==> src/sv/srtf_pkg.sv <==
// Shared types for the shortest-remaining-time-first scheduler.
`default_nettype none

package srtf_pkg;

    typedef enum logic {
        OP_ADD  = 1'b0,
        OP_TICK = 1'b1
    } t_op;

    typedef struct packed {
        logic        operation;
        logic [15:0] arrival_time;
        logic [15:0] burst_time;
    } t_in_item;

    typedef struct packed {
        logic [31:0] tick_time;
        logic        running_valid;
        logic [3:0]  running_slot;
        logic        started;
        logic        preempted;
        logic [3:0]  preempted_slot;
        logic        finished;
        logic [31:0] completion_time;
        logic [31:0] turnaround_time;
        logic [31:0] waiting_time;
        logic        all_done;
    } t_out_item;

    typedef enum logic [1:0] {
        ST_IDLE   = 2'd0,
        ST_SCAN   = 2'd1,
        ST_DRAIN  = 2'd2,
        ST_UPDATE = 2'd3
    } t_state;

    typedef struct packed {
        logic add_wr;
        logic tick_start;
        logic scan_step;
        logic update;
    } t_cmd;

    typedef struct packed {
        logic loaded_zero;
        logic scan_last;
        logic out_busy;
    } t_sts;

endpackage

`default_nettype wire

==> src/sv/srtf_ram.sv <==
// Generic single-write, single-read RAM with registered read data.
`default_nettype none

module srtf_ram #(
    parameter int WIDTH = 16,
    parameter int DEPTH = 16
) (
    input  wire logic                     i_clk,
    input  wire logic                     i_we,
    input  wire logic [$clog2(DEPTH)-1:0] i_waddr,
    input  wire logic [WIDTH-1:0]         i_wdata,
    input  wire logic                     i_re,
    input  wire logic [$clog2(DEPTH)-1:0] i_raddr,
    output logic      [WIDTH-1:0]         o_rdata
);

    logic [WIDTH-1:0] r_mem [DEPTH];

    always_ff @(posedge i_clk) begin
        if (i_we) begin
            r_mem[i_waddr] <= i_wdata;
        end
        if (i_re) begin
            o_rdata <= r_mem[i_raddr];
        end
    end

endmodule

`default_nettype wire

==> src/sv/srtf_ctrl.sv <==
// Sequencer for the scheduler: add, scan, drain and update phases.
`default_nettype none

module srtf_ctrl (
    input  wire logic          i_clk,
    input  wire logic          i_rst_n,
    input  wire logic          i_in_valid,
    input  wire logic          i_in_op,
    input  wire srtf_pkg::t_sts i_sts,
    output logic               o_in_ready,
    output srtf_pkg::t_cmd     o_cmd
);

    srtf_pkg::t_state r_state;
    srtf_pkg::t_state n_state;

    always_ff @(posedge i_clk) begin
        if (!i_rst_n) begin
            r_state <= srtf_pkg::ST_IDLE;
        end else begin
            r_state <= n_state;
        end
    end

    always_comb begin
        n_state = r_state;
        case (r_state)
            srtf_pkg::ST_IDLE: begin
                if (i_in_valid && i_in_op == srtf_pkg::OP_TICK) begin
                    n_state = i_sts.loaded_zero ? srtf_pkg::ST_UPDATE : srtf_pkg::ST_SCAN;
                end
            end
            srtf_pkg::ST_SCAN: begin
                if (i_sts.scan_last) begin
                    n_state = srtf_pkg::ST_DRAIN;
                end
            end
            srtf_pkg::ST_DRAIN: begin
                n_state = srtf_pkg::ST_UPDATE;
            end
            srtf_pkg::ST_UPDATE: begin
                if (!i_sts.out_busy) begin
                    n_state = srtf_pkg::ST_IDLE;
                end
            end
            default: begin
                n_state = srtf_pkg::ST_IDLE;
            end
        endcase
    end

    always_comb begin
        o_cmd      = '0;
        o_in_ready = 1'b0;
        case (r_state)
            srtf_pkg::ST_IDLE: begin
                o_in_ready = 1'b1;
                if (i_in_valid) begin
                    o_cmd.add_wr     = (i_in_op == srtf_pkg::OP_ADD);
                    o_cmd.tick_start = (i_in_op == srtf_pkg::OP_TICK);
                end
            end
            srtf_pkg::ST_SCAN: begin
                o_cmd.scan_step = 1'b1;
            end
            srtf_pkg::ST_DRAIN: begin
            end
            srtf_pkg::ST_UPDATE: begin
                o_cmd.update = !i_sts.out_busy;
            end
            default: begin
            end
        endcase
    end

endmodule

`default_nettype wire

==> src/sv/srtf_dp.sv <==
// Datapath: process table, minimum search, counters and result register.
`default_nettype none

module srtf_dp #(
    parameter int MAX_PROCS  = 16,
    parameter int BURST_BITS = 16
) (
    input  wire logic               i_clk,
    input  wire logic               i_rst_n,
    input  wire srtf_pkg::t_in_item i_in,
    input  wire srtf_pkg::t_cmd     i_cmd,
    input  wire logic               i_out_ready,
    output srtf_pkg::t_sts          o_sts,
    output logic                    o_out_valid,
    output srtf_pkg::t_out_item     o_out
);

    localparam int AW = $clog2(MAX_PROCS);
    localparam int CW = $clog2(MAX_PROCS + 1);

    logic [CW-1:0]         r_loaded;
    logic [CW-1:0]         r_completed;
    logic [31:0]           r_time;
    logic                  r_prev_vld;
    logic [AW-1:0]         r_prev_slot;
    logic [AW-1:0]         r_scan_idx;
    logic                  r_eval_vld;
    logic [AW-1:0]         r_eval_idx;
    logic                  r_found;
    logic [AW-1:0]         r_pick;
    logic [BURST_BITS-1:0] r_best;
    logic [15:0]           r_best_arr;
    logic [BURST_BITS-1:0] r_best_bur;
    logic                  r_out_vld;
    srtf_pkg::t_out_item   r_out;
    srtf_pkg::t_out_item   n_out;

    logic [BURST_BITS-1:0] bur_in;
    logic                  add_ok;
    logic                  we;
    logic [AW-1:0]         waddr;
    logic [BURST_BITS-1:0] rem_wdata;
    logic [15:0]           arr_rd;
    logic [BURST_BITS-1:0] bur_rd;
    logic [BURST_BITS-1:0] rem_rd;
    logic                  cand;
    logic                  take;
    logic [BURST_BITS-1:0] rem_next;
    logic                  fin;
    logic [CW-1:0]         completed_next;
    logic [AW+3:0]         pick_ext;
    logic [AW+3:0]         prev_ext;
    logic [BURST_BITS+31:0] bur_ext;
    logic [31:0]           ct;
    logic [31:0]           tat;

    generate
        if (BURST_BITS <= 16) begin : g_bur_trunc
            assign bur_in = i_in.burst_time[BURST_BITS-1:0];
        end else begin : g_bur_ext
            assign bur_in = {{(BURST_BITS-16){1'b0}}, i_in.burst_time};
        end
    endgenerate

    assign add_ok    = i_cmd.add_wr && (r_loaded < CW'(MAX_PROCS)) && (bur_in != '0);
    assign rem_next  = r_best - BURST_BITS'(1);
    assign fin       = r_found && (rem_next == '0);
    assign we        = add_ok || (i_cmd.update && r_found);
    assign waddr     = add_ok ? r_loaded[AW-1:0] : r_pick;
    assign rem_wdata = add_ok ? bur_in : rem_next;

    srtf_ram #(.WIDTH(16), .DEPTH(MAX_PROCS)) u_arr_ram (
        .i_clk   (i_clk),
        .i_we    (add_ok),
        .i_waddr (waddr),
        .i_wdata (i_in.arrival_time),
        .i_re    (i_cmd.scan_step),
        .i_raddr (r_scan_idx),
        .o_rdata (arr_rd)
    );

    srtf_ram #(.WIDTH(BURST_BITS), .DEPTH(MAX_PROCS)) u_bur_ram (
        .i_clk   (i_clk),
        .i_we    (add_ok),
        .i_waddr (waddr),
        .i_wdata (bur_in),
        .i_re    (i_cmd.scan_step),
        .i_raddr (r_scan_idx),
        .o_rdata (bur_rd)
    );

    srtf_ram #(.WIDTH(BURST_BITS), .DEPTH(MAX_PROCS)) u_rem_ram (
        .i_clk   (i_clk),
        .i_we    (we),
        .i_waddr (waddr),
        .i_wdata (rem_wdata),
        .i_re    (i_cmd.scan_step),
        .i_raddr (r_scan_idx),
        .o_rdata (rem_rd)
    );

    // Entry is a candidate once arrived and not yet run to completion.
    assign cand = r_eval_vld && ({16'b0, arr_rd} <= r_time) && (rem_rd != '0);
    assign take = cand && (!r_found || rem_rd < r_best);

    assign o_sts.loaded_zero = (r_loaded == '0);
    assign o_sts.scan_last   = (CW'(r_scan_idx) + CW'(1) == r_loaded);
    assign o_sts.out_busy    = r_out_vld && !i_out_ready;

    assign completed_next = r_completed + CW'(fin);
    assign pick_ext       = {4'b0, r_pick};
    assign prev_ext       = {4'b0, r_prev_slot};
    assign bur_ext        = {32'b0, r_best_bur};
    assign ct             = r_time + 32'd1;
    assign tat            = ct - {16'b0, r_best_arr};

    always_comb begin
        n_out                = '0;
        n_out.tick_time      = r_time;
        n_out.running_valid  = r_found;
        n_out.all_done       = (completed_next == r_loaded);
        if (r_found) begin
            n_out.running_slot = pick_ext[3:0];
            n_out.started      = !r_prev_vld;
            if (r_prev_vld && r_prev_slot != r_pick) begin
                n_out.preempted      = 1'b1;
                n_out.preempted_slot = prev_ext[3:0];
            end
            if (fin) begin
                n_out.finished        = 1'b1;
                n_out.completion_time = ct;
                n_out.turnaround_time = tat;
                n_out.waiting_time    = tat - bur_ext[31:0];
            end
        end
    end

    always_ff @(posedge i_clk) begin
        if (!i_rst_n) begin
            r_loaded    <= '0;
            r_completed <= '0;
            r_time      <= '0;
            r_prev_vld  <= 1'b0;
            r_prev_slot <= '0;
            r_scan_idx  <= '0;
            r_eval_vld  <= 1'b0;
            r_found     <= 1'b0;
            r_out_vld   <= 1'b0;
        end else begin
            r_eval_vld <= i_cmd.scan_step;
            if (add_ok) begin
                r_loaded <= r_loaded + CW'(1);
            end
            if (i_cmd.tick_start) begin
                r_scan_idx <= '0;
                r_found    <= 1'b0;
            end else if (i_cmd.scan_step) begin
                r_scan_idx <= r_scan_idx + AW'(1);
            end
            if (take) begin
                r_found <= 1'b1;
            end
            if (i_cmd.update) begin
                r_time      <= ct;
                r_completed <= completed_next;
                if (r_found) begin
                    r_prev_vld  <= !fin;
                    r_prev_slot <= fin ? '0 : r_pick;
                end
            end
            if (i_cmd.update) begin
                r_out_vld <= 1'b1;
            end else if (i_out_ready) begin
                r_out_vld <= 1'b0;
            end
        end
    end

    // Payload registers: no reset needed.
    always_ff @(posedge i_clk) begin
        r_eval_idx <= r_scan_idx;
        if (take) begin
            r_best     <= rem_rd;
            r_pick     <= r_eval_idx;
            r_best_arr <= arr_rd;
            r_best_bur <= bur_rd;
        end
        if (i_cmd.update) begin
            r_out <= n_out;
        end
    end

    assign o_out_valid = r_out_vld;
    assign o_out       = r_out;

endmodule

`default_nettype wire

==> src/sv/srtf_preemptive_scheduler.sv <==
// Top level of the preemptive shortest-remaining-time-first scheduler.
//
// Input channel (i_in_valid / o_in_ready, payload i_in) carries add and tick
// beats. An add stores arrival and burst in the next free slot and gives no
// result; adds to a full table or with zero burst are dropped.
// A tick scans the table one slot per cycle through the registered read port
// of the slot memories: a scan step per loaded slot, a drain step to evaluate
// the last read, then a write-back step that loads the result register (an
// empty table goes straight to write-back).
// Input ready returns with the result, so a new tick is not taken before the
// last one is through; adds can be taken every cycle while no tick is running.
// Output channel (o_out_valid / i_out_ready, payload o_out) holds one result
// beat in a register. Adds are still taken while a result waits; a tick
// whose result is ready holds in its write-back step until the previous
// result beat has been taken.
// Reset (i_rst_n low, synchronous) empties the table, zeroes the time
// counter and drops any pending result; slot contents are not cleared and
// are never read before being written.
`default_nettype none

module srtf_preemptive_scheduler #(
    parameter int MAX_PROCS  = 16,
    parameter int BURST_BITS = 16
) (
    input  wire logic                i_clk,
    input  wire logic                i_rst_n,
    input  wire logic                i_in_valid,
    output logic                     o_in_ready,
    input  wire srtf_pkg::t_in_item  i_in,
    output logic                     o_out_valid,
    input  wire logic                i_out_ready,
    output srtf_pkg::t_out_item      o_out
);

    srtf_pkg::t_cmd cmd;
    srtf_pkg::t_sts sts;

    srtf_ctrl u_ctrl (
        .i_clk      (i_clk),
        .i_rst_n    (i_rst_n),
        .i_in_valid (i_in_valid),
        .i_in_op    (i_in.operation),
        .i_sts      (sts),
        .o_in_ready (o_in_ready),
        .o_cmd      (cmd)
    );

    srtf_dp #(
        .MAX_PROCS  (MAX_PROCS),
        .BURST_BITS (BURST_BITS)
    ) u_dp (
        .i_clk       (i_clk),
        .i_rst_n     (i_rst_n),
        .i_in        (i_in),
        .i_cmd       (cmd),
        .i_out_ready (i_out_ready),
        .o_sts       (sts),
        .o_out_valid (o_out_valid),
        .o_out       (o_out)
    );

    // A tick beat blocks further input while its scan runs.
    a_tick_busy: assert property (@(posedge i_clk) disable iff (!i_rst_n)
        (i_in_valid && o_in_ready && i_in.operation == srtf_pkg::OP_TICK) |=> !o_in_ready)
        else $error("input taken right after a tick beat");

    // A result beat only appears out of tick processing.
    a_out_from_tick: assert property (@(posedge i_clk) disable iff (!i_rst_n)
        $rose(o_out_valid) |-> !$past(o_in_ready))
        else $error("result appeared without a tick in progress");

    a_start_xor_preempt: assert property (@(posedge i_clk) disable iff (!i_rst_n)
        o_out_valid |-> !(o_out.started && o_out.preempted))
        else $error("started and preempted both set");

endmodule

`default_nettype wire
==> config.mk <==
export PLATFORM = sky130hd
export DESIGN_NAME = srtf_preemptive_scheduler
export DESIGN_NICKNAME = d
export VERILOG_FILES = /design/src/sv/srtf_pkg.sv /design/src/sv/srtf_ram.sv /design/src/sv/srtf_ctrl.sv /design/src/sv/srtf_dp.sv /design/src/sv/srtf_preemptive_scheduler.sv
export SDC_FILE = /design/constraint.sdc
export NUM_CORES = 1
export LEC_CHECK = 0
export BUFFER_PORTS_ARGS = -buffer_cell sky130_fd_sc_hd__buf_2
export CORE_MARGIN = 4
export CORE_UTILIZATION = 62
export CTS_CLUSTER_DIAMETER = 80
export DETAILED_ROUTE_END_ITERATION = 10
export PLACE_DENSITY = 0.81
export SKIP_CTS_REPAIR_TIMING = 1
export SYNTH_ARGS = -nofsm -noshare
export SYNTH_HDL_FRONTEND = slang
export SYNTH_SLANG_ARGS = --single-unit
export TNS_END_PERCENT = 30
==> constraint.sdc <==
create_clock -name i_clk -period 7.2 [get_ports i_clk]
set_input_delay 1.08 -clock i_clk [delete_from_list [all_inputs] [get_ports i_clk]]
set_output_delay 1.08 -clock i_clk [all_outputs]
set_load 0.005 [all_outputs]
==> reports/results.tsv, run 1 <==
metric	value	unit
Yosys reg bits	1069	
top-area cell type share of the netlist area	68.8	%
commonest non-fill, non-tap cell in the layout	edfxtp_1	
final number of hold-violating endpoints	0	
Global Route met1 Usage	38.6	%
Synth area leaders	edfxtp_1 69%, mux4_2 12%, dfxtp_1 2.7%, ha_1 2.1%, xnor2_1 2.0%	
CTS tree	done	
DR vias	24500	
Routed Antenna Nets	0	
syn avg cell area	18.0	sq um
register area share after synthesis	71.5	%
Worst slew margin	11.9	%
setup ws final	1.28	ns
clk_lat worst skew	0.67	ns
final setup vio count	0	
Tcrit/Tclk final	82.3	%
1st-pass router iterations	6	
IO Port Bufs	179	
DIE AREA	0.0754	sq mm
status	finished, final reports clean	
Synth Instances	2451	
WL final	108000	um
asr flop ratio synth	0	%
Chip Height	275	um
Max H-tree Level	3	
Syn-to-layout area delta	12.6	%
Reg clk slew, reported paths	0.06	ns
crit path from	u_dp.r_time[0]	
largest fanout on the critical path	8	
Max Root-Sink Buffers	3	
CP max stage cell	o31ai_1	
Synth Net Count	2565	
largest net degree at the start of global routing	102	
slew at the pin closest to its max-slew limit	1.32	ns
Filler cells	4066	
Post-DP HPWL	60400	um
first-pass GRT wire length	161000	um
Hold Path Origin	u_dp.r_eval_idx[3]	
vias in the first global route	24800	
M3 GR Usage	5.21	%
Startpoint Class	flip-flop	
Core Region	0.0703	sq mm
Tmin final	5.92	ns
crit-path cells	ha_1, nand3_1, nor3_1, xnor2_1, ha_1, a211oi_1, inv_1, o31ai_1, o211a_1, xnor2_1, ha_1, a21o_1, nor2_1, nand3b_1, a21o_1, a31oi_1, nor2b_1, nor3_1, buf_4, nand4_1, or3_1, xnor2_1, nor2_1	
met2 GRT Util	49.6	%
Total Nets Final	2789	
GRT Max-Usage Layer	met2	
DR WL/cell	29.3	um
clk sinks	1069	
worst vdd ir	0.217	mV
synthesized cell area	0.0440	sq mm
ys flop type	edfxtp_1	
Post-synth EDFFs	1009	
slowest cell delay on critical path	0.54	ns
Critical Path RT	7.57	ns
highest-count cells in the layout ignoring fill and taps	1009 x edfxtp_1, 240 x mux4_2, 179 x buf_2	
Worst EP arrival	6.29	ns
fin. max-slew vios	0	
Die X	275	um
Leakage	16.3	nW
# IOs	180	
Power Dens Cells	302	mW/mm^2
initial DRC count	3528	
Fin Clk Skew	0.0262	ns
number of core rows	97	
CP top delay family	compound AO/OA/AOI/OAI gates	
gr ovfl total	0	
vias per inst	6.60	
TritonCTS Buffers	99	
setup TNS	0	ns
Worst Path Class, Setup	reg2reg	
DP Area	0.0462	sq mm
RD Place Congestion	0.886	
initial core utilization	62.7	%
total track usage	29.1	%
critical path capture point type	flip-flop	
initial antenna violation count	10	
Hold Path Class	reg2reg	
Place WS	1.30	ns
share of post-route cells with drive strength above 1	24.1	%
Netlist cell types	77	
clk root buf	clkbuf_16	
R2R Path Start	u_dp.r_time[0]	
Yosys top cell by area	edfxtp_1	
WP buf/inv	2	
Max Cap Viol	0	
fmax	169	MHz
RSZ-0062 raised after global routing	false	
Yosys Warn Count	0	
Finished Cell Area	0.0496	sq mm
DR DRC count	0	
## area by class of cell
class,count,area [sq um],share of cell area (%)
inverter,94,358,0.722
clock inverter,57,661,1.33
tap,940,1180,2.37
timing repair buffer,229,1280,2.59
antenna,5,12.5,0.0252
sequential,1069,31500,63.6
clock buffer,127,2690,5.42
multi-input combinational,1182,11900,24.0
## stage by stage
step	instances	util, %	power, mW	hold WS, ns
floorplan	2451	-	8.99	0.329
global placement	3514	65.8	9.55	0.386
detailed placement	3514	65.8	9.65	0.391
CTS	3698	70.5	15.0	0.402
global route	3701	70.6	15.5	0.414
finish	3703	70.6	15.0	0.403
## flip-flops by register name, summed over array words and instances, names as in the netlist, 5 cells and up
signal,count
u_dp.u_rem_ram.r_mem,256
u_dp.u_rem_ram.o_rdata,16
u_dp.u_arr_ram.o_rdata,16
u_dp.u_arr_ram.r_mem,256
u_dp.r_time,32
u_dp.u_bur_ram.r_mem,256
u_dp.r_completed,5
u_dp.r_best,16
u_dp.r_best_arr,16
u_dp.u_bur_ram.o_rdata,16
u_dp.o_out,141
u_dp.r_best_bur,16
u_dp.r_loaded,5
## cell usage after synthesis (14+ instances only)
library cell / number
a21boi_0: 15
a21o_1: 16
a21oi_1: 46
a31oi_1: 17
and2_1: 44
buf_1: 30
clkbuf_1: 69
dfxtp_1: 60
edfxtp_1: 1009
ha_1: 75
inv_1: 93
mux4_2: 240
nand2_1: 85
nand3_1: 36
nand4_1: 24
nor2_1: 155
nor2b_1: 40
nor3_1: 28
nor4_1: 20
o21a_1: 17
o21ai_0: 46
or3_1: 14
xnor2_1: 103
xor2_1: 41
## routing by layer
metal,up-vias,routed length (um),part of all wire [%]
li1,10100,-,-
met1,12400,38400,35
met2,1646,55400,51
met5,-,63,0.058
met3,283,11000,10
met4,8,3670,3.4
## report_power, final
group,internal [mW],switching (mW)
clock network,3.09,2.30
registers,7.27,0.219
logic,0.935,1.17
## logic make-up after synthesis
group	share of synthesized area (%)
flip-flops	71.5
AO/OA/AOI/OAI	3.16
adder cells (fa/ha/maj)	2.22
buffers and inverters	1.75
XOR/XNOR	2.94
multiplexers	12.3
AND/OR/NAND/NOR	6.08
## worst register-to-register path: stages (launching register included)
cell      delay, ns
dfxtp_1        0.52
ha_1           0.31
nand3_1        0.20
nor3_1         0.28
xnor2_1        0.19
ha_1           0.32
a211oi_1       0.26
inv_1          0.07
o31ai_1        0.54
o211a_1        0.34
xnor2_1        0.17
ha_1           0.33
a21o_1         0.21
nor2_1         0.16
nand3b_1       0.10
a21o_1         0.19
a31oi_1        0.20
nor2b_1        0.08
nor3_1         0.17
buf_4          0.17
nand4_1        0.25
or3_1          0.41
xnor2_1        0.14
nor2_1         0.05
## final timing paths
check,end,slack [ns],cells after the start
worst max-delay path,u_dp.o_out[29],1.28,23
worst min-delay path,u_dp.r_pick[3],0.40,0
worst max register to register,u_dp.o_out[29],1.28,23
worst min register to register,u_dp.r_pick[3],0.40,0
(Power assumes the default switching activity.)
==> run 2: changes to the inputs <==
--- a/config.mk
+++ b/config.mk
@@ -5,12 +5,13 @@
 export SDC_FILE = /design/constraint.sdc
 export NUM_CORES = 1
 export LEC_CHECK = 0
+export ABC_AREA = 1
 export BUFFER_PORTS_ARGS = -buffer_cell sky130_fd_sc_hd__buf_2
 export CORE_MARGIN = 4
-export CORE_UTILIZATION = 62
+export CORE_UTILIZATION = 56
 export CTS_CLUSTER_DIAMETER = 80
 export DETAILED_ROUTE_END_ITERATION = 10
-export PLACE_DENSITY = 0.81
+export PLACE_DENSITY = 0.77
 export SKIP_CTS_REPAIR_TIMING = 1
 export SYNTH_ARGS = -nofsm -noshare
 export SYNTH_HDL_FRONTEND = slang
==> constraint.sdc (replaced) <==
create_clock -name i_clk -period 5.1 [get_ports i_clk]
set_input_delay 0.765 -clock i_clk [delete_from_list [all_inputs] [get_ports i_clk]]
set_output_delay 0.765 -clock i_clk [all_outputs]
set_load 0.005 [all_outputs]
==> reports/results.tsv, run 2 <==
metric	value	unit	change
Final Util	64.2	%	-6.4 points
fmax	211	MHz	+25%
WP buf/inv	6		+4
Tcrit/Tclk final	93.0	%	+11 points
Worst slew margin	22.2	%	+10 points
Filler cells	5906		+45%
total track usage	25.9	%	-3.2 points
Finished Cell Area	0.0520	sq mm	+4.9%
Core Region	0.0811	sq mm	+15%
worst vdd ir	0.324	mV	+49%
final number of hold-violating endpoints	0		unchanged
share of post-route cells with drive strength above 1	12.7	%	-11 points
Crit path top cell by count	nand2_1		
synthesized cell area	0.0460	sq mm	+4.5%
# IOs	180		unchanged
Die X	295	um	+7.4%
vias in the first global route	28500		+15%
DP Area	0.0487	sq mm	+5.3%
Syn-to-layout area delta	13.0	%	
R2R Path Start	u_dp.r_time[0]		
CTS tree	done		
status	finished, final reports clean		
fin. max-slew vios	0		unchanged
Yosys Warn Count	0		unchanged
commonest non-fill, non-tap cell in the layout	edfxtp_1		
final setup vio count	0		unchanged
Max H-tree Level	3		unchanged
Startpoint Class	flip-flop		
IO Port Bufs	179		unchanged
slowest cell delay on critical path	0.39	ns	-0.15 ns
first-pass GRT wire length	170000	um	+5.8%
Leakage	18.9	nW	+15%
top-area cell type share of the netlist area	65.8	%	-3.0 points
Reg clk slew, reported paths	0.06	ns	about the same
initial DRC count	3251		-7.9%
clk_lat worst skew	0.68	ns	about the same
DIE AREA	0.0869	sq mm	+15%
register area share after synthesis	68.4	%	-3.1 points
clk sinks	1069		unchanged
Yosys top cell by area	edfxtp_1		
critical path capture point type	flip-flop		
largest fanout on the critical path	7		-1
Chip Height	295	um	+7.4%
CP max stage cell	dfxtp_2		
most frequent cells after synthesis	1009 x edfxtp_1, 454 x inv_1, 389 x nand2_1		
DR DRC count	0		unchanged
asr flop ratio synth	0	%	unchanged
Total Nets Final	4078		+46%
DR vias	30000		+23%
largest net degree at the start of global routing	157		+54%
Yosys reg bits	1069		unchanged
Power Dens Cells	493	mW/mm^2	+63%
crit path from	u_dp.r_time[0]		
top-count cell post-synth	edfxtp_1		
Max Root-Sink Buffers	3		unchanged
Hold Path Class	reg2reg		
Synth Instances	3763		+54%
ys flop type	edfxtp_1		
Routed Antenna Nets	0		unchanged
1st-pass router iterations	6		unchanged
WL final	114000	um	+5.2%
number of core rows	104		+7.2%
initial core utilization	56.8	%	-5.9 points
RD Place Congestion	0.957		+7.9%
Hold Path Origin	u_dp.r_scan_idx[3]		
slew at the pin closest to its max-slew limit	1.16	ns	-0.159 ns
Cells after DPL	4916		+40%
DR WL/cell	22.3	um	-24%
highest-count cells in the layout ignoring fill and taps	1009 x edfxtp_1, 452 x inv_1, 387 x nand2_1		
RSZ-0062 raised after global routing	false		
Worst EP arrival	5.17	ns	-1.12 ns
setup TNS	0	ns	unchanged
vias per inst	5.86		-11%
syn avg cell area	12.2	sq um	-32%
Synth area leaders	edfxtp_1 66%, mux2i_1 4.2%, inv_1 3.7%, o21ai_0 3.4%, a21oi_1 3.2%		
Critical Path RT	5.52	ns	-2.05 ns
Post-Layout Cell Count	5112		+38%
Post-synth EDFFs	1009		unchanged
Netlist cell types	46		-40%
Post-DP HPWL	69800	um	+16%
Regs by FF count	u_dp.u_arr_ram.r_mem: 256 flops, u_dp.u_bur_ram.r_mem: 256 flops, u_dp.u_rem_ram.r_mem: 256 flops		
initial antenna violation count	11		+1
Max Cap Viol	0		unchanged
gr ovfl total	0		unchanged
Worst Path Class, Setup	reg2reg		
CP top delay family	simple AND/OR/NAND/NOR gates		
TritonCTS Buffers	105		+6.1%
clk root buf	clkbuf_16		
Synth Net Count	3877		+51%
Fin Clk Skew	0.0286	ns	+0.00235 ns
Tmin final	4.74	ns	-1.18 ns
[run 2: changes by cell type in the layout (fill, tap and decap cells not counted), sizes merged, moves of 40 or more]
cell / change
a21oi: +252
and2: -43
nand2: +325
nor2: +119
xnor2: -90
o211ai: +192
nand3: +109
inv: +367
mux4: -240
o21ai: +274
nor2b: -40
mux2i: +190
[run 2: final cells by class]
cell class              instances  area (sq um)  area share, %
flip-flops and latches       1069         31500           60.6
multi-input cells            2061         12300           23.7
clock buffers                 135          2810           5.41
repair buffers                263          1760           3.39
inverters                     464          1760           3.38
well taps                    1060          1330           2.55
clock inverters                56           507          0.974
diodes                          4          10.0         0.0192
[run 2: logic make-up (layout without fill, tap and decap cells)]
| kind of cell | after synthesis | after routing | synth area share (%) |
|---|---|---|---|
| AO/OA/AOI/OAI | 840 | 840 | 10.3 |
| XOR/XNOR | 64 | 64 | 1.22 |
| adder cells (fa/ha/maj) | 77 | 77 | 2.13 |
| buffers and inverters | 633 | 918 | 5.20 |
| flip-flops | 1069 | 1069 | 68.4 |
| multiplexers | 192 | 192 | 4.17 |
| other | 0 | 4 | 0 |
| AND/OR/NAND/NOR | 888 | 888 | 8.52 |
[run 2: final timing paths]
path | slack, ns | end | cells after the start
setup / recovery | 0.36 | u_dp.o_out[25] | 29
hold / removal | 0.35 | u_dp.r_eval_idx[3] | 0
setup reg to reg | 0.36 | u_dp.o_out[25] | 29
hold reg to reg | 0.35 | u_dp.r_eval_idx[3] | 0
[run 2: per-stage QoR]
step | power (mW) | hold slack (ns) | setup WS, ns
floorplan | 15.9 | 0.353 | 0.0137
global placement | 18.0 | 0.331 | 0.00623
detailed placement | 18.2 | 0.332 | -0.0608
CTS | 25.6 | 0.347 | 0.207
global route | 26.8 | 0.361 | 0.0123
finish | 25.6 | 0.346 | 0.356
[run 2: report_power, final]
part           switching, mW  internal, mW
clock network           3.22          4.25
logic                   4.74          2.24
registers              0.513          10.7
total                   8.47          17.2
[run 2: metal layers]
metal,up-vias,track usage [%],routed length (um)
met5,-,0,80
met4,12,9.06,3480
met3,241,4.35,9640
met2,1373,43.4,55800
met1,14500,34.6,45200
li1,13800,-,-
[run 2: worst reg2reg max path: cells and delay by family (launching register included)]
kind                     cells  cell delay (ns)
XOR/XNOR                     2             0.42
AO/OA/AOI/OAI                5             0.80
flip-flops                   1             0.39
buffers and inverters        6             0.46
adder cells (fa/ha/maj)      3             0.90
AND/OR/NAND/NOR             13             1.51
